## src/rtl/bbq_pkg.sv

```systemverilog
// Shared types, constants and the saturating adder of the three-axis biquad.
// Used by every other file of the block; depends on nothing.
package bbq_pkg;

  // Fixed geometry: one lane per sensor axis, 64-bit symmetric accumulator
  localparam int AXES            = 3;
  localparam int ACC_W           = 64;
  localparam int COEF_W          = 32;
  localparam int B0_W            = 31;
  localparam int DELAY_FRAC      = 16;
  localparam int SH_GAIN         = 24;
  localparam int SH_COEF         = 30;
  localparam int SAMPLE_BITS_DEF = 16;
  localparam int DELAY_BITS_DEF  = 40;

  localparam logic [ACC_W-1:0] ACC_MAX = {1'b0, {(ACC_W-1){1'b1}}};

  // Configuration register indexes
  localparam int CFG_IDX_W  = 3;
  localparam int CFG_DATA_W = 32;
  localparam logic [CFG_IDX_W-1:0] CFG_ENABLE = 3'd0;
  localparam logic [CFG_IDX_W-1:0] CFG_B0     = 3'd1;
  localparam logic [CFG_IDX_W-1:0] CFG_A1     = 3'd2;
  localparam logic [CFG_IDX_W-1:0] CFG_A2     = 3'd3;
  localparam logic [CFG_IDX_W-1:0] CFG_GAIN   = 3'd4;

  // Sequencer states, shared by the controller and the lanes.
  // xMA latches operands, xM0/xM1 take the two partial products, xM2 sums.
  localparam int ST_W = 5;
  localparam logic [ST_W-1:0] ST_IDLE = 5'd0;
  localparam logic [ST_W-1:0] ST_PMA  = 5'd1;   // preload: sample * gain
  localparam logic [ST_W-1:0] ST_PM0  = 5'd2;
  localparam logic [ST_W-1:0] ST_PM1  = 5'd3;
  localparam logic [ST_W-1:0] ST_PM2  = 5'd4;
  localparam logic [ST_W-1:0] ST_PST  = 5'd5;   // store preload into delays
  localparam logic [ST_W-1:0] ST_AMA  = 5'd6;   // d1 * a1
  localparam logic [ST_W-1:0] ST_AM0  = 5'd7;
  localparam logic [ST_W-1:0] ST_AM1  = 5'd8;
  localparam logic [ST_W-1:0] ST_AM2  = 5'd9;
  localparam logic [ST_W-1:0] ST_W1   = 5'd10;  // w = s - a1*d1
  localparam logic [ST_W-1:0] ST_BMA  = 5'd11;  // d2 * a2
  localparam logic [ST_W-1:0] ST_BM0  = 5'd12;
  localparam logic [ST_W-1:0] ST_BM1  = 5'd13;
  localparam logic [ST_W-1:0] ST_BM2  = 5'd14;
  localparam logic [ST_W-1:0] ST_W2   = 5'd15;  // w -= a2*d2, clip to delay
  localparam logic [ST_W-1:0] ST_S1   = 5'd16;  // acc = w + 2*d1
  localparam logic [ST_W-1:0] ST_S2   = 5'd17;  // acc += d2, shift delays
  localparam logic [ST_W-1:0] ST_CMA  = 5'd18;  // acc * b0
  localparam logic [ST_W-1:0] ST_CM0  = 5'd19;
  localparam logic [ST_W-1:0] ST_CM1  = 5'd20;
  localparam logic [ST_W-1:0] ST_CM2  = 5'd21;
  localparam logic [ST_W-1:0] ST_RND  = 5'd22;  // add rounding half
  localparam logic [ST_W-1:0] ST_HAND = 5'd23;  // hand result to merge stage

  typedef struct packed {
    logic [B0_W-1:0]   b0;
    logic [COEF_W-1:0] a1;
    logic [COEF_W-1:0] a2;
    logic [COEF_W-1:0] gain;
  } bbq_coef_t;

  typedef struct packed {
    logic [ST_W-1:0] state;
    logic            load;
    logic            filt;
  } bbq_ctrl_t;

  typedef struct packed {
    logic             clip;
    logic [ACC_W-1:0] val;
  } bbq_sat_t;

  // a + b or a - b, clipped to the symmetric range [-lim, lim]
  function automatic bbq_sat_t bbq_addsub(input logic signed [ACC_W-1:0] a,
                                          input logic signed [ACC_W-1:0] b,
                                          input logic                    sub,
                                          input logic [ACC_W-1:0]        lim);
    logic signed [ACC_W+1:0] ax;
    logic signed [ACC_W+1:0] bx;
    logic signed [ACC_W+1:0] sum;
    logic signed [ACC_W+1:0] hi;
    logic signed [ACC_W+1:0] lo;
    bbq_sat_t                r;
    ax  = (ACC_W+2)'(a);
    bx  = (ACC_W+2)'(b);
    hi  = (ACC_W+2)'(lim);
    lo  = -hi;
    sum = ax + (sub ? ~bx : bx) + (ACC_W+2)'(sub);
    if (sum > hi) begin
      r = {1'b1, lim};
    end else if (sum < lo) begin
      r = {1'b1, lo[ACC_W-1:0]};
    end else begin
      r = {1'b0, sum[ACC_W-1:0]};
    end
    return r;
  endfunction

endpackage

```

## src/rtl/bbq_if.sv

```systemverilog


interface bbq_out_if import bbq_pkg::*; #(
  parameter int SAMPLE_BITS = SAMPLE_BITS_DEF
);
  logic                          valid;
  logic                          ready;
  logic signed [SAMPLE_BITS-1:0] out_x;
  logic signed [SAMPLE_BITS-1:0] out_y;
  logic signed [SAMPLE_BITS-1:0] out_z;
  logic                          saturated;

  modport source (output valid, out_x, out_y, out_z, saturated, input ready);
  modport sink   (input valid, out_x, out_y, out_z, saturated, output ready);
endinterface

```

## src/rtl/bbq_merge.sv

```systemverilog
// Merge stage: gathers the lane results into the output register and ORs
// the per-lane clip flags. Depends on bbq_pkg and bbq_out_if.
module bbq_merge import bbq_pkg::*; #(
  parameter int SAMPLE_BITS = SAMPLE_BITS_DEF
) (
  input  logic                          clk,
  input  logic                          rst_n,
  input  logic                          push,
  input  logic signed [SAMPLE_BITS-1:0] lane_res [AXES],
  input  logic [AXES-1:0]               lane_clip,
  output logic                          free,
  bbq_out_if.source                     out_ch
);

  logic                          valid_r;
  logic signed [SAMPLE_BITS-1:0] x_r;
  logic signed [SAMPLE_BITS-1:0] y_r;
  logic signed [SAMPLE_BITS-1:0] z_r;
  logic                          sat_r;

  // Slot is free when empty or being drained this cycle
  assign free = !valid_r || out_ch.ready;

  always_ff @(posedge clk) begin
    if (!rst_n) begin
      valid_r <= 1'b0;
    end else if (push) begin
      valid_r <= 1'b1;
    end else if (out_ch.ready) begin
      valid_r <= 1'b0;
    end
  end

  always_ff @(posedge clk) begin
    if (push) begin
      x_r   <= lane_res[0];
      y_r   <= lane_res[1];
      z_r   <= lane_res[2];
      sat_r <= |lane_clip;
    end
  end

  assign out_ch.valid     = valid_r;
  assign out_ch.out_x     = x_r;
  assign out_ch.out_y     = y_r;
  assign out_ch.out_z     = z_r;
  assign out_ch.saturated = sat_r;

endmodule

```

## src/flat_wrapper.sv

```systemverilog
// flat-port wrapper written by rule: the top's interface ports become plain ports
module bbq_merge_flat import bbq_pkg::*;
#(
  parameter int SAMPLE_BITS = SAMPLE_BITS_DEF
)
  (clk, rst_n, push, lane_res, lane_clip, free, out_ch_valid, out_ch_out_x, out_ch_out_y, out_ch_out_z, out_ch_saturated, out_ch_ready);
  bbq_out_if #(.SAMPLE_BITS(SAMPLE_BITS)) out_ch_i ();
  input  logic clk;
  input  logic rst_n;
  input  logic push;
  input  logic signed [SAMPLE_BITS-1:0] lane_res[AXES];
  input  logic [AXES-1:0] lane_clip;
  output logic free;
  output wire logic [$bits(out_ch_i.valid)-1:0] out_ch_valid;
  output wire logic [$bits(out_ch_i.out_x)-1:0] out_ch_out_x;
  output wire logic [$bits(out_ch_i.out_y)-1:0] out_ch_out_y;
  output wire logic [$bits(out_ch_i.out_z)-1:0] out_ch_out_z;
  output wire logic [$bits(out_ch_i.saturated)-1:0] out_ch_saturated;
  input wire logic [$bits(out_ch_i.ready)-1:0] out_ch_ready;
  assign out_ch_valid = out_ch_i.valid;
  assign out_ch_out_x = out_ch_i.out_x;
  assign out_ch_out_y = out_ch_i.out_y;
  assign out_ch_out_z = out_ch_i.out_z;
  assign out_ch_saturated = out_ch_i.saturated;
  assign out_ch_i.ready = out_ch_ready;
  bbq_merge #(.SAMPLE_BITS(SAMPLE_BITS)) u_core (.clk(clk), .rst_n(rst_n), .push(push), .lane_res(lane_res), .lane_clip(lane_clip), .free(free), .out_ch(out_ch_i));
endmodule
```

## config.mk

```make
export PLATFORM = sky130hd
export DESIGN_NAME = bbq_merge_flat
export DESIGN_NICKNAME = d
export VERILOG_FILES = /design/src/rtl/bbq_pkg.sv /design/src/rtl/bbq_if.sv /design/src/rtl/bbq_merge.sv /design/src/flat_wrapper.sv
export SDC_FILE = /design/constraint.sdc
export NUM_CORES = 1
export LEC_CHECK = 0
export BUFFER_PORTS_ARGS = -buffer_cell sky130_fd_sc_hd__buf_2
export CAP_MARGIN = 20
export CORE_MARGIN = 3
export CORE_UTILIZATION = 45
export CTS_BUF_LIST = sky130_fd_sc_hd__clkbuf_8
export DETAILED_ROUTE_END_ITERATION = 6
export PLACE_DENSITY = 0.86
export RECOVER_POWER = 25
export SETUP_SLACK_MARGIN = 0.05
export SYNTH_ARGS = -nofsm -noshare
export SYNTH_HDL_FRONTEND = slang
export SYNTH_SLANG_ARGS = --single-unit
```

## constraint.sdc

```tcl
create_clock -name clk -period 1.45 [get_ports clk]
set_input_delay 0.0725 -clock clk [delete_from_list [all_inputs] [get_ports clk]]
set_output_delay 0.0725 -clock clk [all_outputs]
set_load 0.005 [all_outputs]
```

== Word level (Yosys, flattened, before mapping) ==
Cells that the tools add are included.
Word-level totals
  register bits: 50
  bits in latches: 0
  bits in writable memories: 0
  memory bits (read-only): 0
  input port bits: 55
  memories kept: 0
Operators by class
  add/subtract/negate cells: 0
  $mul: 0
  div/mod/pow operators: 0
  $lt $le $gt $ge: 0
  equal/unequal tests: 0
  shifts and indexed selects: 0
  muxes and demuxes: 2
  bitwise logic cells: 0
  reduce and logical (&&, ||, !) cells: 4
Operator list (number)
  3-bit OR reduction: 1
  1-bit two-way mux: 2
  2-bit nonzero test: 1
  1-bit zero test: 1
  1-bit logical OR: 1

== Logic depth before layout (Yosys ltp) ==
  depth in word-level cells: 2
  mapped depth: 2
  mapped depth without buffers: 2

== Worst setup path before layout ==
Ideal clock, no wire load.
  path kind: input to register
  start: input port lane_clip[2]
  end: register u_core.sat_r (netlist: u_core.out_ch.saturated), data pin
  data arrival time: 0.414 ns
  data required time: 1.184 ns
  slack: 0.771 ns
  stages on the path: 1
  path buffers: 0
  cell sequence: or3_1
Between the ends
  cells in the longest elaborated chain, start to end: 1
Ends and longest elaborated chain
  start, declared: line flat_wrapper.sv:12  | input logic [AXES-1:0] lane_clip;
  3-bit OR reduction: line bbq_merge.sv:39  | sat_r <= |lane_clip;
  end signal, assigned: line bbq_merge.sv:39
  end, declared: line bbq_merge.sv:19  | logic sat_r;
Every way passes these cells.
A chain may end at the register's enable or synchronous reset.

== Final worst setup path ==
  start: input port push
  end: register u_core.z_r[9] (netlist: u_core.out_ch.out_z[9]) (enable)
RTL lines
  start, declared: line flat_wrapper.sv:10  | input logic push;
  end signal, assigned: line bbq_merge.sv:38  | z_r <= lane_res[2];
  end, declared: line bbq_merge.sv:18  | logic signed [SAMPLE_BITS-1:0] z_r;
No word-level cell between the ends.

==> impl_metrics.csv <==
group,metric,value,unit
outcome,status,"finished clean",
drt,wl,4530,um
drt,drt-pass1-iter-count,4,
floorplanning,core,0.00313,sq mm
clock_tree,post_cts_buffers,0,
worst_setup_path,cp_data_required_time,1.37,ns
worst_hold_path,whs_endpoint,"u_core.out_ch.valid",
clock_tree,numCtsBuffers,5,
drt,ant_nets,0,
floorplanning,ios,106,
logic_synthesis,avgSynthCellArea,28.2,sq um
power_and_ir_drop,power_density,1120,mW/mm^2
cells_and_area,fillCellCount,136,
sta,final.period_utilization,71.9,%
cells_and_area,n_antenna_cell,0,
logic_synthesis,seq_area_frac_synth,97.9,%
worst_hold_path,hold_path_class,"input port to flop",
sta,setup_tns,0,ns
drt,routed-via-count,1165,
clock_tree,cts-htree-levels,2,
placement,port_buffers,105,
sta,max_freq,0.959,GHz
worst_setup_path,critPathMaxStageDelay,0.78,ns
cells_and_area,final_cell_area,0.00270,sq mm
logic_synthesis,syn_inst,54,
clock_tree,clkLatencyLatePin,0.29,ns
global_route,grt_pass1_wl,6690,um
sta,rsz0062_at_grt,"no",
floorplanning,rows,20,
floorplanning,start_util,48.7,%
drt,via_per_inst,4.48,
clock_tree,cts_tree,"done",
floorplanning,dieWidth,64.2,um
cells_and_area,finalNonFillerCells,260,
sta,max_slew_margin,30.9,%
worst_setup_path,crit_arrival,0.96,ns
placement,gp_congestion,0.644,
clock_tree,cts_root_buf,"clkbuf_8",
worst_setup_path,critPathKind,"input port to flop",
placement,dp_cells,204,
worst_setup_path,slowest_stage,"buf_2",
global_route,grt_max_degree,51,
worst_setup_path,critPathTopFamily,"buffers and inverters",
floorplanning,die_area,0.00412,sq mm
worst_setup_path,critical_path_buf_inv_count,2,
cells_and_area,area_delta_synth_final,77.2,%
worst_setup_path,worstPathMaxFanout,50,
clock_tree,holdBufCountCts,48,
worst_hold_path,holdPathStages,2,
sta,hold_viol_final,0,
drt,wl_per_cell,17.4,um
sta,setup_viol_count_final,0,
clock_tree,cts.sinks,50,
placement,placed_cell_area,0.00212,sq mm
drt,drt_iter0_drc,64,
global_route,antenna_found_initial,0,
worst_setup_path,crit_chain,"buf_2 -> buf_2",
worst_setup_path,rr_endpoint,"u_core.out_ch.valid",
logic_synthesis,synth_warnings,0,
logic_synthesis,ys_ff_latch,50,
worst_hold_path,min_from,"rst_n",
worst_setup_path,reg2reg_from,"u_core.out_ch.valid",
logic_synthesis,synth_area,0.00152,sq mm
drt,drc,0,
sta,fin_crit,1.04,ns
global_route,grt.total_usage,22.9,%
power_and_ir_drop,p_leak,1.18,nW
clock_tree,clkTransAtPathRegs,0.08,ns
placement,dp_hpwl,2450,um
cells_and_area,drive_gt1_share,52.8,%
sta,drv_slew,0,
clock_tree,ctsResizeCount,0,
sta,fin_skew,0,ns
job,cap_violations,0,
global_route,grt-ovfl-total,0,
cells_and_area,nets,270,
clock_tree,cts_buffer_depth,2,
floorplanning,die_h,64.2,um
worst_setup_path,end_kind,"flop",
worst_setup_path,cpMostUsedCell,"buf_2",
worst_setup_path,ff2ff_path_depth,2,
logic_synthesis,synth_cell_type_count,6,
global_route,grt_pass1_vias,1261,
power_and_ir_drop,peakVddDrop,1.01,mV
logic_synthesis,syn_nets,109,
worst_setup_path,regToRegSetupSlack,0.80,ns
worst_setup_path,start_kind,"input port",
sta,worstMarginPinSlew,1.04,ns
-- power by group --
| part | switching [mW] | leakage (nW) | internal [mW] |
|---|---|---|---|
| Clock | 0.428 | 0.0556 | 0.507 |
| Combinational | 0.135 | 0.633 | 0.209 |
| Sequential | 0.0349 | 0.488 | 1.71 |
-- layout by cell type, fill, tap and decap left out, drive strengths merged --
cell,instances
a21boi,1
buf,106
bufinv,1
clkbuf,5
clkinvlp,1
dfxtp,1
dlygate4sd3,48
edfxtp,49
inv,2
nand2b,1
or3,1
-- registers in the layout, summed over array words and instances, names as in the netlist --
name	cells
u_core.out_ch.out_x	16
u_core.out_ch.out_y	16
u_core.out_ch.out_z	16
u_core.out_ch.saturated	1
u_core.out_ch.valid	1
-- synth_stat cells --
library cell | count | share of area [%]
nand2b_4 | 1 | 0.90
or3_1 | 1 | 0.41
edfxtp_1 | 49 | 97
inv_1 | 1 | 0.25
a21boi_0 | 1 | 0.49
dfxtp_1 | 1 | 1.3
-- per-stage QoR --
step / setup WS (ns) / power [mW] / util, % / hold slack, ns
global route: 0.312 / 3.15 / 86.3 / 0.0191
floorplan: 0.771 / 1.80 / - / 0.171
global placement: 0.676 / 1.99 / 67.9 / 0.249
finish: 0.407 / 3.03 / 86.3 / 0.0263
detailed placement: 0.657 / 2.01 / 67.9 / 0.251
CTS: 0.520 / 3.02 / 86.8 / 0.0193
-- worst max-delay path by stage --
stage | slack, ns | endpoint | depth (start not counted) | startpoint
CTS | 0.52 | free | 2 | u_core.out_ch.valid
floorplan | 0.77 | u_core.out_ch.saturated | 1 | lane_clip[2]
global route | 0.31 | u_core.out_ch.valid | 4 | push
global placement | 0.68 | u_core.out_ch.saturated | 2 | lane_clip[2]
finish | 0.41 | u_core.out_ch.out_z[9] | 2 | push
detailed placement | 0.66 | u_core.out_ch.saturated | 2 | lane_clip[2]
-- layer usage --
| layer | share of wire [%] | global-route usage, % |
|---|---|---|
| met4 | 1.7 | 8.18 |
| met5 | 0 | 0 |
| met1 | 35 | 23.3 |
| met3 | 11 | 9.14 |
| met2 | 53 | 42.1 |
-- cell type report --
type | count | area [sq um] | share of cell area, %
multi-input combinational | 3 | 27.5 | 1.02
timing repair buffer | 154 | 1010 | 37.5
clock inverter | 3 | 41.3 | 1.53
tap | 44 | 55.1 | 2.04
inverter | 1 | 3.75 | 0.139
clock buffer | 5 | 68.8 | 2.55
sequential | 50 | 1490 | 55.3
-- cell families after synthesis --
kind of cell	count (synthesis)	synth area share [%]
flip-flops	50	97.9
AND/OR/NAND/NOR	2	1.31
AO/OA/AOI/OAI	1	0.493
buffers and inverters	1	0.246
(Power assumes the default switching activity.)
