### src/rtl/bbq_pkg.sv
// Shared types, constants and the saturating adder of the three-axis biquad.
// Used by every other file of the block; depends on nothing.
package bbq_pkg;

  // Fixed geometry: one lane per sensor axis, 64-bit symmetric accumulator
  localparam int AXES            = 3;
  localparam int ACC_W           = 64;
  localparam int COEF_W          = 32;
  localparam int B0_W            = 31;
  localparam int DELAY_FRAC      = 16;
  localparam int SH_GAIN         = 24;
  localparam int SH_COEF         = 30;
  localparam int SAMPLE_BITS_DEF = 16;
  localparam int DELAY_BITS_DEF  = 40;

  localparam logic [ACC_W-1:0] ACC_MAX = {1'b0, {(ACC_W-1){1'b1}}};

  // Configuration register indexes
  localparam int CFG_IDX_W  = 3;
  localparam int CFG_DATA_W = 32;
  localparam logic [CFG_IDX_W-1:0] CFG_ENABLE = 3'd0;
  localparam logic [CFG_IDX_W-1:0] CFG_B0     = 3'd1;
  localparam logic [CFG_IDX_W-1:0] CFG_A1     = 3'd2;
  localparam logic [CFG_IDX_W-1:0] CFG_A2     = 3'd3;
  localparam logic [CFG_IDX_W-1:0] CFG_GAIN   = 3'd4;

  // Sequencer states, shared by the controller and the lanes.
  // xMA latches operands, xM0/xM1 take the two partial products, xM2 sums.
  localparam int ST_W = 5;
  localparam logic [ST_W-1:0] ST_IDLE = 5'd0;
  localparam logic [ST_W-1:0] ST_PMA  = 5'd1;   // preload: sample * gain
  localparam logic [ST_W-1:0] ST_PM0  = 5'd2;
  localparam logic [ST_W-1:0] ST_PM1  = 5'd3;
  localparam logic [ST_W-1:0] ST_PM2  = 5'd4;
  localparam logic [ST_W-1:0] ST_PST  = 5'd5;   // store preload into delays
  localparam logic [ST_W-1:0] ST_AMA  = 5'd6;   // d1 * a1
  localparam logic [ST_W-1:0] ST_AM0  = 5'd7;
  localparam logic [ST_W-1:0] ST_AM1  = 5'd8;
  localparam logic [ST_W-1:0] ST_AM2  = 5'd9;
  localparam logic [ST_W-1:0] ST_W1   = 5'd10;  // w = s - a1*d1
  localparam logic [ST_W-1:0] ST_BMA  = 5'd11;  // d2 * a2
  localparam logic [ST_W-1:0] ST_BM0  = 5'd12;
  localparam logic [ST_W-1:0] ST_BM1  = 5'd13;
  localparam logic [ST_W-1:0] ST_BM2  = 5'd14;
  localparam logic [ST_W-1:0] ST_W2   = 5'd15;  // w -= a2*d2, clip to delay
  localparam logic [ST_W-1:0] ST_S1   = 5'd16;  // acc = w + 2*d1
  localparam logic [ST_W-1:0] ST_S2   = 5'd17;  // acc += d2, shift delays
  localparam logic [ST_W-1:0] ST_CMA  = 5'd18;  // acc * b0
  localparam logic [ST_W-1:0] ST_CM0  = 5'd19;
  localparam logic [ST_W-1:0] ST_CM1  = 5'd20;
  localparam logic [ST_W-1:0] ST_CM2  = 5'd21;
  localparam logic [ST_W-1:0] ST_RND  = 5'd22;  // add rounding half
  localparam logic [ST_W-1:0] ST_HAND = 5'd23;  // hand result to merge stage

  typedef struct packed {
    logic [B0_W-1:0]   b0;
    logic [COEF_W-1:0] a1;
    logic [COEF_W-1:0] a2;
    logic [COEF_W-1:0] gain;
  } bbq_coef_t;

  typedef struct packed {
    logic [ST_W-1:0] state;
    logic            load;
    logic            filt;
  } bbq_ctrl_t;

  typedef struct packed {
    logic             clip;
    logic [ACC_W-1:0] val;
  } bbq_sat_t;

  // a + b or a - b, clipped to the symmetric range [-lim, lim]
  function automatic bbq_sat_t bbq_addsub(input logic signed [ACC_W-1:0] a,
                                          input logic signed [ACC_W-1:0] b,
                                          input logic                    sub,
                                          input logic [ACC_W-1:0]        lim);
    logic signed [ACC_W+1:0] ax;
    logic signed [ACC_W+1:0] bx;
    logic signed [ACC_W+1:0] sum;
    logic signed [ACC_W+1:0] hi;
    logic signed [ACC_W+1:0] lo;
    bbq_sat_t                r;
    ax  = (ACC_W+2)'(a);
    bx  = (ACC_W+2)'(b);
    hi  = (ACC_W+2)'(lim);
    lo  = -hi;
    sum = ax + (sub ? ~bx : bx) + (ACC_W+2)'(sub);
    if (sum > hi) begin
      r = {1'b1, lim};
    end else if (sum < lo) begin
      r = {1'b1, lo[ACC_W-1:0]};
    end else begin
      r = {1'b0, sum[ACC_W-1:0]};
    end
    return r;
  endfunction

endpackage

### src/rtl/bbq_lane.sv
// One axis of the biquad: delay state, a 32x32 multiplier used in two halves,
// and one saturating adder. Depends on bbq_pkg.
module bbq_lane import bbq_pkg::*; #(
  parameter int SAMPLE_BITS = SAMPLE_BITS_DEF,
  parameter int DELAY_BITS  = DELAY_BITS_DEF
) (
  input  logic                          clk,
  input  logic                          rst_n,
  input  bbq_ctrl_t                     ctrl,
  input  bbq_coef_t                     coef,
  input  logic signed [SAMPLE_BITS-1:0] sample,
  output logic signed [SAMPLE_BITS-1:0] res,
  output logic                          clip
);

  localparam int FULL_W = ACC_W + COEF_W + 1;
  localparam logic [ACC_W-1:0] DLIM =
    ACC_W'((65'd1 << (DELAY_BITS - 1)) - 65'd1);
  localparam logic signed [ACC_W-1:0] OUT_HI =
    signed'(ACC_W'((65'd1 << (SAMPLE_BITS - 1)) - 65'd1));
  localparam logic signed [ACC_W-1:0] OUT_LO = -OUT_HI - 1;
  localparam logic signed [ACC_W-1:0] HALF =
    signed'(ACC_W'(1) << (DELAY_FRAC - 1));

  // State and datapath registers
  logic signed [SAMPLE_BITS-1:0] sample_r;
  logic signed [DELAY_BITS-1:0]  d1_r;
  logic signed [DELAY_BITS-1:0]  d2_r;
  logic signed [DELAY_BITS-1:0]  w_r;
  logic signed [ACC_W-1:0]       acc_r;
  logic signed [ACC_W-1:0]       dd_r;
  logic [ACC_W-1:0]              mag_r;
  logic [COEF_W-1:0]             cmag_r;
  logic                          neg_r;
  logic [2*COEF_W-1:0]           prod_r;
  logic [2*COEF_W-1:0]           lo_r;
  logic [ACC_W-1:0]              t_r;
  logic                          clip_r;

  logic signed [ACC_W-1:0] sq;
  logic signed [ACC_W-1:0] d1x;
  logic signed [ACC_W-1:0] d2x;
  logic is_ma, is_m0, is_m1, is_m2, sh24;

  assign sq  = ACC_W'(sample_r) <<< DELAY_FRAC;
  assign d1x = ACC_W'(d1_r);
  assign d2x = ACC_W'(d2_r);

  assign is_ma = (ctrl.state == ST_PMA) || (ctrl.state == ST_AMA) ||
                 (ctrl.state == ST_BMA) || (ctrl.state == ST_CMA);
  assign is_m0 = (ctrl.state == ST_PM0) || (ctrl.state == ST_AM0) ||
                 (ctrl.state == ST_BM0) || (ctrl.state == ST_CM0);
  assign is_m1 = (ctrl.state == ST_PM1) || (ctrl.state == ST_AM1) ||
                 (ctrl.state == ST_BM1) || (ctrl.state == ST_CM1);
  assign is_m2 = (ctrl.state == ST_PM2) || (ctrl.state == ST_AM2) ||
                 (ctrl.state == ST_BM2) || (ctrl.state == ST_CM2);
  assign sh24  = (ctrl.state == ST_PM2);

  // Multiplier operand select
  logic signed [ACC_W-1:0] mul_v;
  logic [COEF_W-1:0]       mul_c;
  logic                    mul_cneg;
  logic [ACC_W-1:0]        mul_mag;

  always_comb begin
    mul_v    = '0;
    mul_c    = '0;
    mul_cneg = 1'b0;
    unique case (ctrl.state)
      ST_PMA: begin
        mul_v = sq;
        mul_c = coef.gain;
      end
      ST_AMA: begin
        mul_v    = d1x;
        mul_cneg = coef.a1[COEF_W-1];
        mul_c    = mul_cneg ? -coef.a1 : coef.a1;
      end
      ST_BMA: begin
        mul_v    = d2x;
        mul_cneg = coef.a2[COEF_W-1];
        mul_c    = mul_cneg ? -coef.a2 : coef.a2;
      end
      ST_CMA: begin
        mul_v = acc_r;
        mul_c = {1'b0, coef.b0};
      end
      default: ;
    endcase
    mul_mag = mul_v[ACC_W-1] ? -mul_v : mul_v;
  end

  // Partial products: low half of the magnitude first, then the high half
  logic [COEF_W-1:0] mul_chunk;
  assign mul_chunk = is_m0 ? mag_r[COEF_W-1:0] : mag_r[ACC_W-1:COEF_W];

  // Recombine, drop the fraction bits and clip the magnitude
  logic [ACC_W:0]       hi_sum;
  logic [FULL_W-1:0]    full;
  logic                 t_clip;
  logic [ACC_W-1:0]     t_val;

  assign hi_sum = {1'b0, prod_r} + (ACC_W+1)'(lo_r[2*COEF_W-1:COEF_W]);
  assign full   = {hi_sum, lo_r[COEF_W-1:0]};
  assign t_clip = sh24 ? |full[FULL_W-1:ACC_W-1+SH_GAIN]
                       : |full[FULL_W-1:ACC_W-1+SH_COEF];
  assign t_val  = sh24 ? full[ACC_W-1+SH_GAIN:SH_GAIN]
                       : full[ACC_W-1+SH_COEF:SH_COEF];

  // Shared saturating adder operand select
  logic signed [ACC_W-1:0] add_a;
  logic signed [ACC_W-1:0] add_b;
  logic                    add_sub;
  logic [ACC_W-1:0]        add_lim;
  logic                    add_on;
  bbq_sat_t                add_res;

  always_comb begin
    add_a   = '0;
    add_b   = '0;
    add_sub = 1'b0;
    add_lim = ACC_MAX;
    add_on  = 1'b1;
    unique case (ctrl.state)
      ST_PST: begin
        add_b   = signed'(t_r);
        add_sub = neg_r;
        add_lim = DLIM;
      end
      ST_AMA: begin
        add_a = d1x;
        add_b = d1x;
      end
      ST_W1: begin
        add_a   = sq;
        add_b   = signed'(t_r);
        add_sub = !neg_r;
      end
      ST_W2: begin
        add_a   = acc_r;
        add_b   = signed'(t_r);
        add_sub = !neg_r;
        add_lim = DLIM;
      end
      ST_S1: begin
        add_a = acc_r;
        add_b = dd_r;
      end
      ST_S2: begin
        add_a = acc_r;
        add_b = d2x;
      end
      ST_RND: begin
        add_a   = HALF;
        add_b   = signed'(t_r);
        add_sub = neg_r;
      end
      default: add_on = 1'b0;
    endcase
    add_res = bbq_addsub(add_a, add_b, add_sub, add_lim);
  end

  // Delay state and clip flag
  always_ff @(posedge clk) begin
    if (!rst_n) begin
      d1_r   <= '0;
      d2_r   <= '0;
      clip_r <= 1'b0;
    end else begin
      if (ctrl.load) begin
        clip_r <= 1'b0;
      end else if ((add_on && add_res.clip) || (is_m2 && t_clip)) begin
        clip_r <= 1'b1;
      end
      if (ctrl.state == ST_PST) begin
        d1_r <= DELAY_BITS'(add_res.val);
        d2_r <= DELAY_BITS'(add_res.val);
      end else if (ctrl.state == ST_S2) begin
        d2_r <= d1_r;
        d1_r <= w_r;
      end
    end
  end

  // Datapath registers
  always_ff @(posedge clk) begin
    if (ctrl.load) begin
      sample_r <= sample;
    end
    if (is_ma) begin
      mag_r  <= mul_mag;
      cmag_r <= mul_c;
      neg_r  <= mul_v[ACC_W-1] ^ mul_cneg;
    end
    if (is_m0 || is_m1) begin
      prod_r <= (2*COEF_W)'(mul_chunk) * (2*COEF_W)'(cmag_r);
    end
    if (is_m1) begin
      lo_r <= prod_r;
    end
    if (is_m2) begin
      t_r <= t_clip ? ACC_MAX : t_val;
    end
    if (ctrl.state == ST_AMA) begin
      dd_r <= add_res.val;
    end
    if ((ctrl.state == ST_W1) || (ctrl.state == ST_W2) || (ctrl.state == ST_S1) ||
        (ctrl.state == ST_S2) || (ctrl.state == ST_RND)) begin
      acc_r <= add_res.val;
    end
    if (ctrl.state == ST_W2) begin
      w_r <= DELAY_BITS'(add_res.val);
    end
  end

  // Final value: floor to integer after the rounding half, clip to sample range; the sample itself when not filtering
  logic signed [ACC_W-1:0] y;
  logic                    out_clip;

  always_comb begin
    y        = acc_r >>> DELAY_FRAC;
    out_clip = 1'b0;
    res      = sample_r;
    if (ctrl.filt) begin
      if (y > OUT_HI) begin
        res      = SAMPLE_BITS'(OUT_HI);
        out_clip = 1'b1;
      end else if (y < OUT_LO) begin
        res      = SAMPLE_BITS'(OUT_LO);
        out_clip = 1'b1;
      end else begin
        res = SAMPLE_BITS'(y);
      end
    end
  end

  assign clip = clip_r || out_clip;

endmodule

### config.mk
export PLATFORM = sky130hd
export DESIGN_NAME = bbq_lane
export DESIGN_NICKNAME = d
export VERILOG_FILES = /design/src/rtl/bbq_pkg.sv /design/src/rtl/bbq_lane.sv
export SDC_FILE = /design/constraint.sdc
export NUM_CORES = 2
export LEC_CHECK = 0
export BUFFER_PORTS_ARGS = -buffer_cell sky130_fd_sc_hd__buf_2
export CAP_MARGIN = 20
export CORE_MARGIN = 5
export CORE_UTILIZATION = 55
export CTS_CLUSTER_SIZE = 8
export DETAILED_ROUTE_END_ITERATION = 16
export PLACE_DENSITY = 0.72
export SETUP_SLACK_MARGIN = 0.02
export SLEW_MARGIN = 0
export SYNTH_ARGS = -nofsm -noshare
export SYNTH_HDL_FRONTEND = slang
export SYNTH_SLANG_ARGS = --single-unit
### constraint.sdc
create_clock -name clk -period 31.2 [get_ports clk]
set_clock_uncertainty 0.1 [all_clocks]
set_input_delay 1.56 -clock clk [delete_from_list [all_inputs] [get_ports clk]]
set_output_delay 1.56 -clock clk [all_outputs]
set_load 0.01 [all_outputs]
# Word level (Yosys, flattened, before mapping)
# Cells that the tools add are included.
# word_totals
register_bits	554
latch_bits	0
ramBits	0
rom_bits	0
in_bits	152
output_inout_bits	17
word_cells	110
memories	0
# op_classes
n_addsub	7
n_mul	1
n_div	0
order_cmp	4
eq_ne	22
n_shift	0
muxes	27
bitwise	3
reduce_logical	32
# ops
op	n
$pmux W64 S4	3
$mux W40	4
$mux W65	2
$pmux W32 S4	1
$mux W63	2
$mux W32	3
$add A66 B1 Y66	1
$add A66 B66 Y66	1
$gt A66 B65 Y1	1
$lt A66 B66 Y1	1
$mux W66	1
$neg A64 Y66	1
$not A66 Y66	1
$add A64 B32 Y65	1
$mul A32 B32 Y64	1
$mux W64	1
$neg A32 Y32	2
$neg A64 Y64	1
$gt A48 B16 Y1 const B	1
$lt A48 B16 Y1 const B	1
$mux W16	3
$eq A5 B4 Y1 const B	8
$eq A5 B5 Y1 const B	7
$eq A5 B3 Y1 const B	4
other kinds (15)	44

# Longest topological paths before layout
# depth
word_depth	12
ltp_mapped	45
mapped_depth_nobuf	38

# Worst setup path before layout
# No wires, ideal clock.
# synth_timing
path_type	input port to flip-flop
start	in ctrl[3] (netlist bit)
end	reg acc_r[43] (data pin)
setup_time_ps	169
arrival_ps	11970
required_ps	30931
path_slack_ps	18961
stages	40
n_path_buf	10
path_cell_list	buf_2 buf_2 nor4bb_1 nand2_1 inv_1 clkbuf_1 clkbuf_1 buf_1 clkbuf_1 clkbuf_1 buf_1 a22oi_1 fa_1 nand2b_1 a21oi_1 o41a_1 a21oi_1 a211o_1 (+4 left out) xnor2_1 inv_1 ha_1 nor2_1 a221o_1 a221oi_1 nand4_1 nor3b_1 nand4_1 nor4_1 nand4_1 nor4b_2 a211oi_1 or3_1 buf_2 mux2_2 buf_6 o21ai_0
# synth_rtl
item	line_no	text
start, declared	bbq_lane.sv:9	input bbq_ctrl_t ctrl,
end signal, assigned	bbq_lane.sv:209	acc_r <= add_res.val;
end, declared	bbq_lane.sv:30	logic signed [ACC_W-1:0] acc_r;

# Worst setup path after layout
# layout_timing
start	in ctrl[2] (netlist bit)
end	reg prod_r[62] (data pin)
# layout_between
elab_chain_len	6
elab_cells_between_ends	9
classes_between	mul (1); eq/ne (4); mux (1); reduce/logical (3)
# layout_lines
item	line_no	text
$eq A5 B2 Y1 / $eq A5 B3 Y1 (equally long branches)	bbq_lane.sv:51	assign is_m0 = (ctrl.state == ST_PM0) || (ctrl.state == ST_AM0) ||
$logic_or A1 B1 Y1 (2 in a row)	bbq_lane.sv:51	
$logic_or A1 B1 Y1 (*)	bbq_lane.sv:52	(ctrl.state == ST_BM0) || (ctrl.state == ST_CM0);
$mux W32 (*)	bbq_lane.sv:95	assign mul_chunk = is_m0 ? mag_r[COEF_W-1:0] : mag_r[ACC_W-1:COEF_W];
$mul A32 B32 Y64 (*)	bbq_lane.sv:196	prod_r <= (2*COEF_W)'(mul_chunk) * (2*COEF_W)'(cmag_r);
end signal, assigned	bbq_lane.sv:196	
end, declared	bbq_lane.sv:35	logic [2*COEF_W-1:0] prod_r;
# Every way passes the cells marked *; elsewhere a longest branch is shown, timed or not.
# A chain may end at the register's enable or synchronous reset.

==> flow_summary.ini <==
[critical_path]
reg2reg_depth = 34
critPathMaxFanout = 33
cp-startpoint = ctrl[2]
max_stage_delay_ps = 980
path_class = primary input to register
cpMaxStageDelayCell = mux2_2
cp-end-kind = register
startpoint_type = primary input
cp-endpoint = prod_r[62]
required_ps = 31460
cp_common_cell = fa_1
r2r-start = neg_r
r2r_end = dd_r[39]
critical_path_arrival_ps = 13630
regToRegSetupSlack_ps = 20300

[placed_design]
port_buffers = 168
routabilityCongestion = 1.02
post_dp_cell_area_sq_mm = 0.0688
dp_slack_ps = 17420
hpwl_um = 162000

[routing]
drtPass1Iterations = 12
drt_iter0_markers = 6725
wl_per_cell_um = 25.3
route.detailed.drc = 0
drt-total-wl_um = 218000
antenna_left = 0
vias = 54000
post_drt_via_cell_ratio = 6.26

[status]
status = completed

[finish]
syn2layout_area_growth_pct = 6.62
final_common_cell = inv_1
final_cell_mix = inv_1 (993), fa_1 (898), nand2_1 (792), and2_1 (601), edfxtp_1 (449)
multi_input_area_sq_mm = 0.0464
layout-drive-gt1-share_pct = 6.87
register_area_sq_mm = 0.0151
nNetsFinal = 8424
finish.instance_area_sq_mm = 0.0711
n_fill_cell = 10400

[logic_synthesis]
synth.avg_cell_area_sq_um = 9.48
synthCells = 7028
syn_area_sq_mm = 0.0666
synth_cell_type_count = 90
yosysTopAreaCell = fa_1
yosysWarnings = 0
seq_area_frac_synth_pct = 22.7
async_flop_share_pct = 0
synth_fp_nets = 8487
synthTopCellsByArea = fa_1 (27%), edfxtp_1 (20%), ha_1 (7.7%)
synth_top_area_share_pct = 27.0
ys.flop_type = edfxtp_1
synth.ff_latch_count = 530
synth_edf_count = 449

[clock_tree]
clockBufferDepth = 3
clock-root-buffer = clkbuf_16
cts_tree = built
cts_htree_levels = 3
cts_sinks = 530
cts_resized = 0
postCtsSetupRepairBufs = 0
cts_buffers = 78
insertion_delay_ps = 660
clk_pin_slew_ps = 40
hold_buffers = 0

[timing]
min_period_ps = 13360
finalSetupTns_ps = 0
drv_slew = 0
tightest_slew_ps = 1260
finalHoldViolCount = 0
max_freq_mhz = 74.8
rsz0062_at_grt = false
hold_slack_ps = 370
max_slew_margin_pct = 15.0
finalCritPeriodShare_pct = 42.8
setup_slack_ps = 17840
finalSetupViolations = 0

[floorplanning]
io_pins = 169
die_w_um = 358
rows = 127
dieArea_sq_mm = 0.128
core_sq_mm = 0.120
dieHeight_um = 358
initial_utilization_pct = 55.5

[hold_path]
hp-class = register to register

[flow_run]
maxCapViolations = 0

[global_route]
grt_pass1_wl_um = 332000
overflow = 0
antenna_found_initial = 24
grt_start_max_net_pins = 82
track_usage_pct = 34.0
grt_pass1_vias = 54200
[flip-flops by register name, summed over array words and instances (netlist names)]
name,count
acc_r,64
clip_r,1
cmag_r,32
d1_r,40
d2_r,40
dd_r,64
lo_r,40
mag_r,64
neg_r,1
prod_r,64
sample_r,16
t_r,64
w_r,40
[stage by stage]
stage                     utilization [%]  instances
after detailed placement             57.2       8496
after global placement               57.2       8495
after CTS                            59.1       8625
after floorplan                         -       7028
after global routing                 59.1       8627
final                                59.1       8634
[synth_stat cells (9+ instances only)]
cell type    n
inv_1      994
fa_1       898
nand2_1    794
and2_1     604
edfxtp_1   449
ha_1       409
clkbuf_1   364
o21ai_0    254
nor2_1     224
a21oi_1    223
xor2_1     172
xnor2_1    168
a21o_1     136
nand3_1    116
nor3_1      91
dfxtp_1     81
a222oi_1    79
mux2_2      77
and3_1      67
a22o_1      66
nand4_1     50
a221oi_1    43
nor2b_1     41
a22oi_1     40
nand2b_1    39
or3_1       36
o31ai_1     35
o211a_1     32
o21ai_1     31
nor4_1      29
o211ai_1    29
o21a_1      27
o21bai_1    27
a221o_1     23
a211oi_1    22
a31oi_1     21
or4_1       19
buf_1       18
o22ai_1     18
buf_2       15
o41ai_1     15
and4_1      13
a211o_1     12
or2_2       10
a21boi_0     9
[routing by layer]
layer / GRT usage, % / part of all wire (%) / wire (um) / up-vias
met5: 0 / 0.050 / 109 / -
met4: 14.5 / 5.1 / 11000 / 14
met3: 7.86 / 12 / 25200 / 623
met2: 51.7 / 44 / 95000 / 3233
met1: 47.2 / 40 / 86900 / 26900
li1: - / - / - / 23200
[layout make-up]
| class | count | share of cell area, % |
|---|---|---|
| multi-input cells | 5101 | 65.3 |
| flip-flops and latches | 530 | 21.3 |
| inverters | 995 | 5.26 |
| clock buffers | 122 | 3.10 |
| well taps | 1612 | 2.84 |
| repair buffers | 259 | 2.15 |
| clock inverters | 7 | 0.0828 |
| diodes | 8 | 0.0282 |
[cell families after synthesis]
family                     after synthesis  synth area share (%)
xor gates and xnor gates               340                  4.47
adders and majority gates             1307                  34.7
other                                    1               0.00563
buffers and inverters                 1397                  7.94
muxes                                   80                  1.35
and+or+nand+nor                       2167                  16.4
AOI/OAI and AO/OA                     1206                  12.6
DFF                                    530                  22.7
[how the worst min path moves through the flow]
stage	from	end	cells after the start
2_1_floorplan	prod_r[63]	lo_r[63]	0
3_3_place_gp	prod_r[61]	lo_r[61]	0
3_5_place_dp	prod_r[63]	lo_r[63]	0
4_1_cts	prod_r[63]	lo_r[63]	0
5_1_grt	prod_r[63]	lo_r[63]	0
6_report	prod_r[63]	lo_r[63]	0
[worst max-delay path, delay by kind of cell]
kind	cells	cell delay, ps
buffers and inverters	9	1710
AND/OR/NAND/NOR	5	1440
AO/OA/AOI/OAI	12	3260
XOR/XNOR	1	150
adder cells (fa/ha/maj)	9	4440
multiplexers	1	980
Power is not shown: default switching activity piles up to over one toggle a cycle in this logic, so the estimate is an artifact.
