File: src/rtl/bbq_pkg.sv
// Shared types, constants and the saturating adder of the three-axis biquad.
// Used by every other file of the block; depends on nothing.
package bbq_pkg;

  // Fixed geometry: one lane per sensor axis, 64-bit symmetric accumulator
  localparam int AXES            = 3;
  localparam int ACC_W           = 64;
  localparam int COEF_W          = 32;
  localparam int B0_W            = 31;
  localparam int DELAY_FRAC      = 16;
  localparam int SH_GAIN         = 24;
  localparam int SH_COEF         = 30;
  localparam int SAMPLE_BITS_DEF = 16;
  localparam int DELAY_BITS_DEF  = 40;

  localparam logic [ACC_W-1:0] ACC_MAX = {1'b0, {(ACC_W-1){1'b1}}};

  // Configuration register indexes
  localparam int CFG_IDX_W  = 3;
  localparam int CFG_DATA_W = 32;
  localparam logic [CFG_IDX_W-1:0] CFG_ENABLE = 3'd0;
  localparam logic [CFG_IDX_W-1:0] CFG_B0     = 3'd1;
  localparam logic [CFG_IDX_W-1:0] CFG_A1     = 3'd2;
  localparam logic [CFG_IDX_W-1:0] CFG_A2     = 3'd3;
  localparam logic [CFG_IDX_W-1:0] CFG_GAIN   = 3'd4;

  // Sequencer states, shared by the controller and the lanes.
  // xMA latches operands, xM0/xM1 take the two partial products, xM2 sums.
  localparam int ST_W = 5;
  localparam logic [ST_W-1:0] ST_IDLE = 5'd0;
  localparam logic [ST_W-1:0] ST_PMA  = 5'd1;   // preload: sample * gain
  localparam logic [ST_W-1:0] ST_PM0  = 5'd2;
  localparam logic [ST_W-1:0] ST_PM1  = 5'd3;
  localparam logic [ST_W-1:0] ST_PM2  = 5'd4;
  localparam logic [ST_W-1:0] ST_PST  = 5'd5;   // store preload into delays
  localparam logic [ST_W-1:0] ST_AMA  = 5'd6;   // d1 * a1
  localparam logic [ST_W-1:0] ST_AM0  = 5'd7;
  localparam logic [ST_W-1:0] ST_AM1  = 5'd8;
  localparam logic [ST_W-1:0] ST_AM2  = 5'd9;
  localparam logic [ST_W-1:0] ST_W1   = 5'd10;  // w = s - a1*d1
  localparam logic [ST_W-1:0] ST_BMA  = 5'd11;  // d2 * a2
  localparam logic [ST_W-1:0] ST_BM0  = 5'd12;
  localparam logic [ST_W-1:0] ST_BM1  = 5'd13;
  localparam logic [ST_W-1:0] ST_BM2  = 5'd14;
  localparam logic [ST_W-1:0] ST_W2   = 5'd15;  // w -= a2*d2, clip to delay
  localparam logic [ST_W-1:0] ST_S1   = 5'd16;  // acc = w + 2*d1
  localparam logic [ST_W-1:0] ST_S2   = 5'd17;  // acc += d2, shift delays
  localparam logic [ST_W-1:0] ST_CMA  = 5'd18;  // acc * b0
  localparam logic [ST_W-1:0] ST_CM0  = 5'd19;
  localparam logic [ST_W-1:0] ST_CM1  = 5'd20;
  localparam logic [ST_W-1:0] ST_CM2  = 5'd21;
  localparam logic [ST_W-1:0] ST_RND  = 5'd22;  // add rounding half
  localparam logic [ST_W-1:0] ST_HAND = 5'd23;  // hand result to merge stage

  typedef struct packed {
    logic [B0_W-1:0]   b0;
    logic [COEF_W-1:0] a1;
    logic [COEF_W-1:0] a2;
    logic [COEF_W-1:0] gain;
  } bbq_coef_t;

  typedef struct packed {
    logic [ST_W-1:0] state;
    logic            load;
    logic            filt;
  } bbq_ctrl_t;

  typedef struct packed {
    logic             clip;
    logic [ACC_W-1:0] val;
  } bbq_sat_t;

  // a + b or a - b, clipped to the symmetric range [-lim, lim]
  function automatic bbq_sat_t bbq_addsub(input logic signed [ACC_W-1:0] a,
                                          input logic signed [ACC_W-1:0] b,
                                          input logic                    sub,
                                          input logic [ACC_W-1:0]        lim);
    logic signed [ACC_W+1:0] ax;
    logic signed [ACC_W+1:0] bx;
    logic signed [ACC_W+1:0] sum;
    logic signed [ACC_W+1:0] hi;
    logic signed [ACC_W+1:0] lo;
    bbq_sat_t                r;
    ax  = (ACC_W+2)'(a);
    bx  = (ACC_W+2)'(b);
    hi  = (ACC_W+2)'(lim);
    lo  = -hi;
    sum = ax + (sub ? ~bx : bx) + (ACC_W+2)'(sub);
    if (sum > hi) begin
      r = {1'b1, lim};
    end else if (sum < lo) begin
      r = {1'b1, lo[ACC_W-1:0]};
    end else begin
      r = {1'b0, sum[ACC_W-1:0]};
    end
    return r;
  endfunction

endpackage

File: src/rtl/bbq_ctrl.sv
// Step sequencer shared by all axis lanes: walks preload, filter and handoff.
// Depends on bbq_pkg for state codes and the control struct.
module bbq_ctrl import bbq_pkg::*; (
  input  logic      clk,
  input  logic      rst_n,
  input  logic      in_valid,
  input  logic      in_kind,
  input  logic      filt_en,
  input  logic      out_free,
  output logic      in_ready,
  output logic      push,
  output bbq_ctrl_t ctrl
);

  logic [ST_W-1:0] state_r;
  logic [ST_W-1:0] state_nxt;
  logic            filt_r;
  logic            accept;

  assign in_ready = (state_r == ST_IDLE);
  assign accept   = in_valid && in_ready;
  assign push     = (state_r == ST_HAND) && out_free;

  // Next step
  always_comb begin
    state_nxt = state_r;
    unique case (state_r)
      ST_IDLE: begin
        if (accept) begin
          if (in_kind) begin
            state_nxt = ST_PMA;
          end else if (filt_en) begin
            state_nxt = ST_AMA;
          end else begin
            state_nxt = ST_HAND;
          end
        end
      end
      ST_PMA:  state_nxt = ST_PM0;
      ST_PM0:  state_nxt = ST_PM1;
      ST_PM1:  state_nxt = ST_PM2;
      ST_PM2:  state_nxt = ST_PST;
      ST_PST:  state_nxt = filt_r ? ST_AMA : ST_HAND;
      ST_AMA:  state_nxt = ST_AM0;
      ST_AM0:  state_nxt = ST_AM1;
      ST_AM1:  state_nxt = ST_AM2;
      ST_AM2:  state_nxt = ST_W1;
      ST_W1:   state_nxt = ST_BMA;
      ST_BMA:  state_nxt = ST_BM0;
      ST_BM0:  state_nxt = ST_BM1;
      ST_BM1:  state_nxt = ST_BM2;
      ST_BM2:  state_nxt = ST_W2;
      ST_W2:   state_nxt = ST_S1;
      ST_S1:   state_nxt = ST_S2;
      ST_S2:   state_nxt = ST_CMA;
      ST_CMA:  state_nxt = ST_CM0;
      ST_CM0:  state_nxt = ST_CM1;
      ST_CM1:  state_nxt = ST_CM2;
      ST_CM2:  state_nxt = ST_RND;
      ST_RND:  state_nxt = ST_HAND;
      ST_HAND: state_nxt = out_free ? ST_IDLE : ST_HAND;
      default: state_nxt = ST_IDLE;
    endcase
  end

  always_ff @(posedge clk) begin
    if (!rst_n) begin
      state_r <= ST_IDLE;
      filt_r  <= 1'b0;
    end else begin
      state_r <= state_nxt;
      if (accept) begin
        filt_r <= filt_en;
      end
    end
  end

  assign ctrl.state = state_r;
  assign ctrl.load  = accept;
  assign ctrl.filt  = filt_r;

endmodule

File: config.mk
export PLATFORM = sky130hd
export DESIGN_NAME = bbq_ctrl
export DESIGN_NICKNAME = d
export VERILOG_FILES = /design/src/rtl/bbq_pkg.sv /design/src/rtl/bbq_ctrl.sv
export SDC_FILE = /design/constraint.sdc
export NUM_CORES = 1
export LEC_CHECK = 0
export ABC_AREA = 1
export BUFFER_PORTS_ARGS = -buffer_cell sky130_fd_sc_hd__buf_2
export CORE_AREA = 2 2 39 41
export CTS_CLUSTER_DIAMETER = 40
export CTS_CLUSTER_SIZE = 25
export DETAILED_ROUTE_END_ITERATION = 6
export DIE_AREA = 0 0 41 43
export MAX_ROUTING_LAYER = met4
export PLACE_DENSITY = 0.65
export SYNTH_ARGS = -nofsm -noshare
export SYNTH_HDL_FRONTEND = slang
export SYNTH_SLANG_ARGS = --single-unit
File: constraint.sdc
create_clock -name clk -period 2.3 [get_ports clk]
set_input_delay 0.23 -clock clk [delete_from_list [all_inputs] [get_ports clk]]
set_output_delay 0.23 -clock clk [all_outputs]
set_load 0.01 [all_outputs]
Yosys cells after proc, flatten, opt, wreduce, memory -nomap -nowiden
Index checks and enable logic that the tools add are counted.
Widths: inputs -> output; s select.
{"block": "totals", "reg_bits": 6, "latch_bits": 0, "ramBits": 0, "rom_bits": 0, "in_bits": 6, "out_inout_bits": 9, "mem_count": 0}
{"block": "classes", "addsub": 0, "mul": 0, "div_mod_pow": 0, "magnitude_cmp": 0, "eq_ne": 24, "shift": 0, "n_mux": 6, "bitwise": 0, "reduce_logical": 3}
{"operator": "$pmux 5 s24", "n": 1}
{"operator": "$eq 5x4->1 const B", "n": 8}
{"operator": "$eq 5x5->1 const B", "n": 8}
{"operator": "$mux 5", "n": 5}
{"operator": "$eq 5x3->1 const B", "n": 4}
{"operator": "$eq 5x2->1 const B", "n": 2}
{"operator": "$eq 5x1->1 const B", "n": 1}
{"operator": "$logic_not 5->1", "n": 1}
{"operator": "$logic_and 1x1->1", "n": 2}
{"operator": "$ne 2x1->1 const B", "n": 1}

Logic depth before layout (Yosys ltp)
Gate-level depths: netlist of the first run.
{"block": "logic_depth", "depth_word": 4, "ltp_mapped": 9}

Least setup slack after synthesis of the first run
No wires, ideal clock.
{"block": "synth_timing", "path_type": "flip-flop to output port", "start": "reg state_r[0]", "end": "out push", "t_arrival_ns": 1.102, "required_time_ns": 2.070, "setup_slack_ns": 0.968, "path_stages_with_launch": 5, "n_path_buf": 0, "cell_sequence": "dfxtp_1 -> nand2_1 -> nor2_2 -> inv_1 -> nor3_1"}
{"block": "synth_between", "elab_chain_cells": 2}
{"element": "from (decl)", "line_no": "bbq_ctrl.sv:15", "text": "logic [ST_W-1:0] state_r;"}
{"element": "from (signal assigned)", "line_no": "bbq_ctrl.sv:71", "text": "state_r <= state_nxt;"}
{"element": "$eq 5x5->1", "line_no": "bbq_ctrl.sv:22", "text": "assign push = (state_r == ST_HAND) && out_free;"}
{"element": "$logic_and 1x1->1", "line_no": "bbq_ctrl.sv:22"}
{"element": "to (decl)", "line_no": "bbq_ctrl.sv:11", "text": "output logic push,"}
Every way passes these cells.

Worst setup path after layout of the first run
Ends and elaborated chain as after synthesis.

==> results by group, run 1 <==
Pwr
  • P_int: 0.3569 mW
  • Pleak: 0.3431 nW
  • Peak supply drop: 495.4 µV
  • Power share of the combinational group: 59.1%
  • Pwr dens: 1179 mW/mm²
  • Seq pwr share: 27.9%
  • Sw Pwr: between 0.3 and 0.4 mW
  • Clock power share: 13.0%
  • Switching share of power: 51.53%

Cells and area
  • Design area: 624.3 µm²
  • Filler Cells Inserted: approximately 140
  • Ant. Diodes: 0
  • Nets: 115
  • Area Overhead vs Synth: 13.67%
  • Final core utilization: between 40 and 50%
  • Ratio of cells with drive above 1 in the final layout: a little over a quarter

Floorplanning
  • Std cell rows: 14
  • Die width: 41 µm
  • Initial Util: 39.69%
  • Chip Height: ~43 µm
  • I/O pin count: 15
  • Die ar.: 0.001763 mm²
  • Core area: 0.001384 mm²

Place
  • Detailed Place HPWL: 1.040 mm
  • DP Area: 601.8 µm²
  • Port Buffers: 14
  • GP Congestion: 0.8994

Synth
  • Syn_nets: 100
  • Synth area leaders: dfxtp_1 22%, nand2_1 14%, nand3_1 11%, nor2_1 9.6%, inv_1 6.8%
  • EDFF count, synth: 0
  • Share of the synthesized area in the top cell type: 21.87%
  • Syn_area_per_cell: 5.843 µm²
  • Synth unique cells: 21
  • Most common cell in the netlist: nand2_1
  • Post-synth top cells: 21 x nand2_1, 14 x nor2_1, 12 x nand3_1
  • Top_reg_cell synth: dfxtp_1
  • Area leader, netlist: dfxtp_1
  • Mapped Cells: 94
  • FFs w/ async S/R, synth: 0%
  • Synth Register Bits: 6
  • Sequential fraction of the synthesis area: 21.87%
  • Synth Cell Area: 549.3 µm²
  • Yosys Warn Count: 0

Route
  • Initial DRC Count: 8
  • Routed wire length: roughly 1.3 mm
  • Avg WL per Cell: 10.58 µm
  • Post-route ant nets: 0
  • DRT Pass-1 Iters: 4
  • DR vias/cell: 5.154
  • DR vias: ~630
  • Post-route DRC violation count: 0

STA
  • Fmax: 0.6116 GHz
  • RSZ-0062 raised after global routing: false
  • Finish-stage setup viols: 0
  • Slew HR: 73.26%
  • Skew final: 0.001426 ns
  • Final-report hold violation count: 0
  • Worst slew pin tran: ~0.4 ns
  • Final Max Slew Viols: 0
  • Setup TNS: 0 ns
  • Final period util: 71.08%
  • Tmin final: 1.635 ns

Worst setup path
  • CP arrival: 1.40 ns
  • Crit end category: output port
  • RR Startpoint: state_r[4]
  • CP Launch Type: register
  • Crit-path max FO: 7
  • Max stage delay on crit path: approximately 0.5 ns
  • CP cell instances: nand2_1, nor2_2, inv_1, nor3_1, buf_2
  • Critical path origin: state_r[0]
  • WS Path Type: reg -> out
  • Slowest cell on crit path: dfxtp_1
  • Req. time, crit path: 2.07 ns

Clock tree
  • H-Tree Depth: 1
  • Post-CTS Setup Bufs: 0
  • Reg clk slew, reported paths: 0.04 ns
  • Root Driver: clkbuf_4
  • Sink Count: 6
  • Worst-Skew Late Latency: 0.24 ns
  • Hold_buf cts: 0
  • CTS tree: built
  • Bufs on Longest Clock Path: 2
  • Post_cts resized: 0
  • CTS Buf Count: 3

Global route
  • First-pass GRT wire length: between 2 and 2.5 mm
  • Overall global routing resource usage: between 10% and 20%
  • Largest net degree at the start of global routing: 12
  • Initial antenna violation count: 0
  • GRT overflow: 0
  • Number of global-route vias before repair: 508

Outcome
  • Status: finished, final reports clean

Job
  • Max cap viols: 0

Hold path
  • Hold path start: rst_n
  • HP Class: in -> reg
==> cell families (layout without fill, tap and decap cells) <==
kind of cell	count (synthesis)	count (layout)	share of synthesized area [%]
DFF	6	6	21.87
and+or+nand+nor	56	56	46.47
buffers and inverters	19	32	17.08
AOI/OAI and AO/OA	13	13	14.58
==> area by class of cell <==
cell class / count / area, µm² / area share (%)
repair buffers: 14 / 70.07 / 11.22
inverters: 15 / 56.30 / 9.018
well taps: 16 / 20.02 / 3.206
multi-input cells: 69 / 335.3 / 53.71
clock buffers: 3 / 22.52 / 3.607
flip-flops and latches: 6 / 120.1 / 19.24
==> power groups by stage <==
stage          combinational, mW  sequential (mW)  clock (mW)
2_1_floorplan              0.356            0.200           0
3_3_place_gp               0.436            0.204           0
3_5_place_dp               0.432            0.206           0
4_1_cts                    0.434            0.204       0.100
5_1_grt                    0.492            0.212       0.106
6_report                   0.435            0.205      0.0957
==> per-layer routing <==
layer,GRT usage [%],part of all wire [%]
met5,-,0
met4,5.333,1.1
met3,4.712,7.3
met2,22.50,45
met1,24.76,46
==> flip-flops by register name, summed over array words and instances, names as in the netlist <==
name	flops
state_r	5
filt_r	1
==> worst paths after layout <==
check,end,depth (start not counted),slack [ns]
hold reg to reg,filt_r,2,0.53
setup / recovery,push,5,0.67
setup reg to reg,state_r[2],7,0.92
hold / removal,state_r[3],3,0.22
==> metrics by stage <==
| stage | power (mW) | setup WS, ns | std cells | hold WS (ns) |
|---|---|---|---|---|
| floorplan | 0.5554 | 0.9676 | 94 | 0.3276 |
| detailed placement | 0.6381 | 0.9358 | 120 | 0.4647 |
| CTS | 0.7379 | 0.6697 | 123 | 0.2125 |
| finish | 0.7362 | 0.6651 | 123 | 0.2182 |
| global placement | 0.6402 | 0.9515 | 120 | 0.4517 |
| global route | 0.8099 | 0.5976 | 123 | 0.2235 |
==> placed cells by master (no fill, tap or decap) <==
cell and n:
o211ai_1 2, o21ai_0 1, o221ai_1 1, nand3_1 12, dfxtp_1 6, nor2_4 1, nor3_1 1, nand2_2 1
buf_2 14, a21oi_1 5, inv_2 5, inv_1 10, o21ai_1 2, nand2_1 21, nand4_1 1, a311oi_1 1
a21boi_0 1, clkbuf_4 3, nand3_2 1, nor2_1 14, nor2_2 4
==> critical path, delay by kind of cell, from the launching register on <==
family	cells	cell delay [ns]
AND/OR/NAND/NOR	3	0.45
flip-flops	1	0.50
buffers and inverters	2	0.22
Note: power is estimated with default switching activity, not from simulation.
==> run 2, diff against run 1 <==
- clock period: 2.3 -> 1.7 ns (I/O delays scaled with it)
==> results by group, run 2 (synthesis results as in run 1) <==
Worst setup path
  • Crit-path max FO: 7
  • CP arrival: 1.35 ns
  • Reg2Reg Depth: 7
  • Req. time, crit path: about 1.5 ns
  • Crit end category: output port
  • CP Launch Type: register
  • WS Path Type: reg -> out

Outcome
  • Status: finished, final reports clean

Hold path
  • HP Class: in -> reg
  • Cell count of the worst hold path: 3

Floorplanning
  • Die width: 41 µm
  • Die ar.: about 0.0018 mm²
  • Initial Util: 39.69%
  • Core area: 0.001384 mm²
  • Chip Height: 43 µm
  • Std cell rows: 14
  • I/O pin count: 15

STA
  • Final-report hold violation count: 0
  • Worst slew pin tran: 0.3678 ns
  • Setup TNS: 0 ns
  • Tmin final: 1.518 ns
  • RSZ-0062 raised after global routing: false
  • Hold Slack: 0.1569 ns
  • Finish-stage setup viols: 0
  • Final period util: 89.32%
  • Slew HR: 75.32%
  • Fmax: about 0.66 GHz
  • Skew final: 0.002621 ns
  • Final worst slack: 0.1816 ns
  • Final Max Slew Viols: 0

Cells and area
  • Most frequent cells in the layout: 21 x nand2_1, 14 x nor2_1, 14 x buf_2
  • Most common cell after layout, fill and taps aside: nand2_1
  • Area of the multi-input gates: 335.3 µm²
  • Ratio of cells with drive above 1 in the final layout: approximately 28%
  • Filler Cells Inserted: about 160
  • Area Overhead vs Synth: 15.03%
  • Max reg flops: 5
  • Reg with most FFs: state_r
  • Top Registers: state_r: 5 flops, filt_r: 1 flops
  • Ant. Diodes: 0
  • Nets: 116
  • Register area: 120.1 µm²
  • Final core utilization: 45.66%

Route
  • Detailed route wirelength on metal2: 650 µm
  • DR vias: ~620
  • DRT Pass-1 Iters: 4
  • DR WL met3: 67 µm
  • Routed wire length: approximately 1.3 mm
  • DR vias/cell: 5.008
  • Post-route DRC violation count: 0
  • Initial DRC Count: 13
  • Top sig layer: met3
  • Avg WL per Cell: approximately 10 µm
  • M1 wire length: approximately 580 µm
  • Post-route ant nets: 0

Clock tree
  • Reg clk slew, reported paths: 0.04 ns
  • Bufs on Longest Clock Path: 2
  • Post_cts resized: 0
  • H-Tree Depth: 1
  • Post-CTS Setup Bufs: 0
  • Sink Count: 6
  • Worst-Skew Late Latency: 0.23 ns
  • Hold_buf cts: 0
  • CTS tree: built
  • Root Driver: clkbuf_4
  • CTS Buf Count: 3

Global route
  • GRT overflow: 0
  • Number of global-route vias before repair: 541
  • Overall global routing resource usage: about 18%
  • Largest net degree at the start of global routing: 12
  • Initial antenna violation count: 0
  • First-pass GRT wire length: roughly 2.2 mm

Pwr
  • Peak supply drop: 610.8 µV
  • Pleak: 0.3485 nW
  • Pwr dens: approximately 1600 mW/mm²

Place
  • GP Congestion: 0.8791
  • Pre-CTS setup slack: 0.4237 ns
  • Port Buffers: 14
  • Detailed Place HPWL: 1.083 mm

Job
  • Max cap viols: 0
-- run 2: stage by stage --
stage | instance area [µm²] | instances | total power [mW]
after floorplan | 549.3 | 94 | 0.7514
after global placement | 609.3 | 121 | 0.8868
after detailed placement | 609.3 | 121 | 0.8790
after CTS | 631.9 | 124 | 1.009
after global routing | 631.9 | 124 | 1.095
final | 631.9 | 124 | 0.9986
-- run 2: worst paths after layout --
path                   start         end  slack, ns
hold / removal         rst_n  state_r[3]       0.16
hold reg to reg       filt_r      filt_r       0.53
setup reg to reg  state_r[0]  state_r[2]       0.43
setup / recovery  state_r[0]        push       0.18
-- run 2: critical path: stages, from the launching register on --
cell     delay [ns]
dfxtp_1        0.49
nand2_1        0.15
nor2_2         0.14
inv_1          0.07
nor3_1         0.12
buf_2          0.15
-- run 2: report_power, final --
part	internal, mW	switching [mW]
Clock	0.0793	0.0432
Sequential	0.188	0.0747
Combinational	0.224	0.389
-- run 2: metal layers --
layer  global-route usage [%]  vias up
li1                         -      329
met1                    24.35      276
met2                    26.56       16
met3                    4.712        0
met4                    2.000        0
met5                        -        -
-- run 2: cell type report --
class                   instances  share of cell area, %
well taps                      16                  3.168
flip-flops and latches          6                  19.01
inverters                      15                  8.911
repair buffers                 15                  12.28
clock buffers                   3                  3.564
multi-input cells              69                  53.07
==> run 3, diff against run 2 <==
- ABC_AREA: 1 -> not set
- PLACE_DENSITY: 0.65 -> not set
==> results by group, run 3 <==
Synth
  • Mapped Cells: 58
  • Synth Cell Area: roughly 500 µm²
  • EDFF count, synth: 0
  • Syn_nets: 64
  • Share of the synthesized area in the top cell type: 24.43%
  • Syn_area_per_cell: 8.478 µm²
  • Area leader, netlist: dfxtp_1
  • Synth Register Bits: 6
  • Post-synth top cells: 7 x a21oi_1, 6 x dfxtp_1, 5 x nand2_1, 5 x nor2_1
  • Synth area leaders: dfxtp_1 24%, a21oi_1 7.1%, buf_6 6.9%, a2111oi_4 5.6%, buf_4 4.6%
  • Yosys Warn Count: 0
  • FFs w/ async S/R, synth: 0%
  • Most common cell in the netlist: a21oi_1
  • Synth unique cells: 28
  • Top_reg_cell synth: dfxtp_1
  • Sequential fraction of the synthesis area: 24.43%

Pwr
  • Peak supply drop: 603.2 µV
  • Total Power: 1.073 mW
  • Pwr dens: 1767 mW/mm²
  • Pleak: between 0.2 and 0.3 nW

Worst setup path
  • Crit end category: output port
  • Reg2Reg Depth: 4
  • Req. time, crit path: 1.53 ns
  • CP arrival: 1.47 ns
  • Crit-path max FO: 3
  • WS Path Type: reg -> out
  • CP Launch Type: register

Clock tree
  • Reg clk slew, reported paths: about 0.050 ns
  • Worst-Skew Late Latency: 0.25 ns
  • CTS Buf Count: 3
  • CTS tree: built
  • Sink Count: 6
  • H-Tree Depth: 1
  • Root Driver: clkbuf_4
  • Bufs on Longest Clock Path: 2
  • Hold_buf cts: 0

Cells and area
  • Ratio of cells with drive above 1 in the final layout: 46.05%
  • Area Overhead vs Synth: 23.41%
  • Most common cell after layout, fill and taps aside: buf_2
  • Layout Cells excl Fill: 92
  • Ant. Diodes: 0
  • Max reg flops: 5
  • Reg with most FFs: state_r
  • Top Registers: state_r: 5 flops, filt_r: 1 flops
  • Nets: 84
  • Filler Cells Inserted: 156
  • Final core utilization: 43.85%
  • Most frequent cells in the layout: 13 x buf_2, 8 x buf_4, 7 x a21oi_1

Global route
  • Number of global-route vias before repair: 415
  • GRT overflow: 0
  • Overall global routing resource usage: 15.83%
  • Initial antenna violation count: 0
  • Largest net degree at the start of global routing: 18
  • First-pass GRT wire length: 1.794 mm

Hold path
  • HP Class: in -> reg
  • Cell count of the worst hold path: 3

Place
  • GP Congestion: around 0.74
  • Detailed Place HPWL: 894.8 µm
  • Pre-CTS setup slack: 0.1805 ns
  • Placed insts: a little under 90
  • Port Buffers: 14

Route
  • Routed wire length: 1.150 mm
  • Post-route DRC violation count: 0
  • DR vias: 471
  • DR vias/cell: 5.120
  • Post-route ant nets: 0
  • Initial DRC Count: 7
  • DRT Pass-1 Iters: 4
  • Avg WL per Cell: 12.50 µm

Outcome
  • Status: finished, final reports clean

Floorplanning
  • Chip Height: 43 µm
  • Core area: 0.001384 mm²
  • Std cell rows: 14
  • I/O pin count: 15
  • Initial Util: 35.53%
  • Die width: 41 µm
  • Die ar.: around 0.0018 mm²

STA
  • Worst slew pin tran: 0.3888 ns
  • Slew HR: between 70% and 80%
  • Fmax: 0.6107 GHz
  • RSZ-0062 raised after global routing: false
  • Finish-stage setup viols: 0
  • Setup TNS: 0 ns
  • Tmin final: 1.637 ns
  • Final-report hold violation count: 0
  • Final worst slack: approximately 0.063 ns
  • Final period util: 96.32%
  • Skew final: 0.001827 ns
  • Final Max Slew Viols: 0

Job
  • Max cap viols: 0
==> run 3: cell count changes in the layout (fill, tap and decap cells not counted), moves of 3 or more <==
cell	previous run	this run
buf_4	1	8
dfxtp_1	6	3
dfxtp_2	0	3
inv_1	10	2
inv_2	5	0
nand2_1	21	5
nand3_1	12	1
nor2_1	14	5
nor2_2	4	0
==> run 3: cell type report <==
cell class              instances  area, µm²  share of cell area [%]
flip-flops and latches          6      123.9                   20.41
well taps                      16      20.02                   3.299
inverters                       2      7.507                   1.237
clock buffers                   3      22.52                   3.711
multi-input cells              43      296.5                   48.87
repair buffers                 22      136.4                   22.47
==> run 3: final timing paths <==
| kind | start | to | slack (ns) |
|---|---|---|---|
| min | filt_en | filt_r | 0.21 |
| min reg2reg | filt_r | filt_r | 0.48 |
| max reg2reg | state_r[2] | state_r[0] | 0.12 |
| max | state_r[2] | ctrl[1] | 0.06 |
==> run 3: what timing repair did <==
item,4_1_cts,5_1_grt
pin swaps,2,3
resized for setup,3,2
endpoints found under the setup margin,1,2
buffers inserted,2,0
==> run 3: metal layers <==
layer  GRT usage, %  wire (µm)  share of wire [%]
met1          21.47        563                 49
met5              -          0                  0
met3          4.712         47                4.1
met2          20.63        520                 45
met4          8.000         20                1.7
==> run 3: stage by stage <==
stage / cell area, µm² / hold slack (ns)
after global placement: 556.8 / 0.4432
after CTS: 604.3 / 0.1879
final: 606.8 / 0.2095
after floorplan: 491.7 / 0.3132
after global routing: 606.8 / 0.2344
after detailed placement: 556.8 / 0.4533
==> run 3: cell families (layout without fill, tap and decap cells) <==
logic type	Yosys count	in the layout	share of synthesized area, %
buffers and inverters	9	27	15.78
XOR/XNOR	1	1	1.781
flip-flops	6	6	24.43
AND/OR/NAND/NOR	26	26	30.54
AO/OA/AOI/OAI	16	16	27.48
==> run 3: critical path, stage by stage, from the launching register on <==
cell	delay [ns]
dfxtp_2	0.31
or4_4	0.55
nor2_4	0.11
and2_4	0.15
buf_6	0.09
==> run 3: report_power, final <==
| part | leakage (nW) | total (mW) | internal [mW] | switching [mW] |
|---|---|---|---|---|
| Clock | 0.0138 | 0.142 | 0.0806 | 0.0615 |
| Sequential | 0.0506 | 0.269 | 0.192 | 0.0771 |
| Combinational | 0.198 | 0.662 | 0.342 | 0.320 |
| Total | 0.263 | 1.07 | 0.614 | 0.458 |
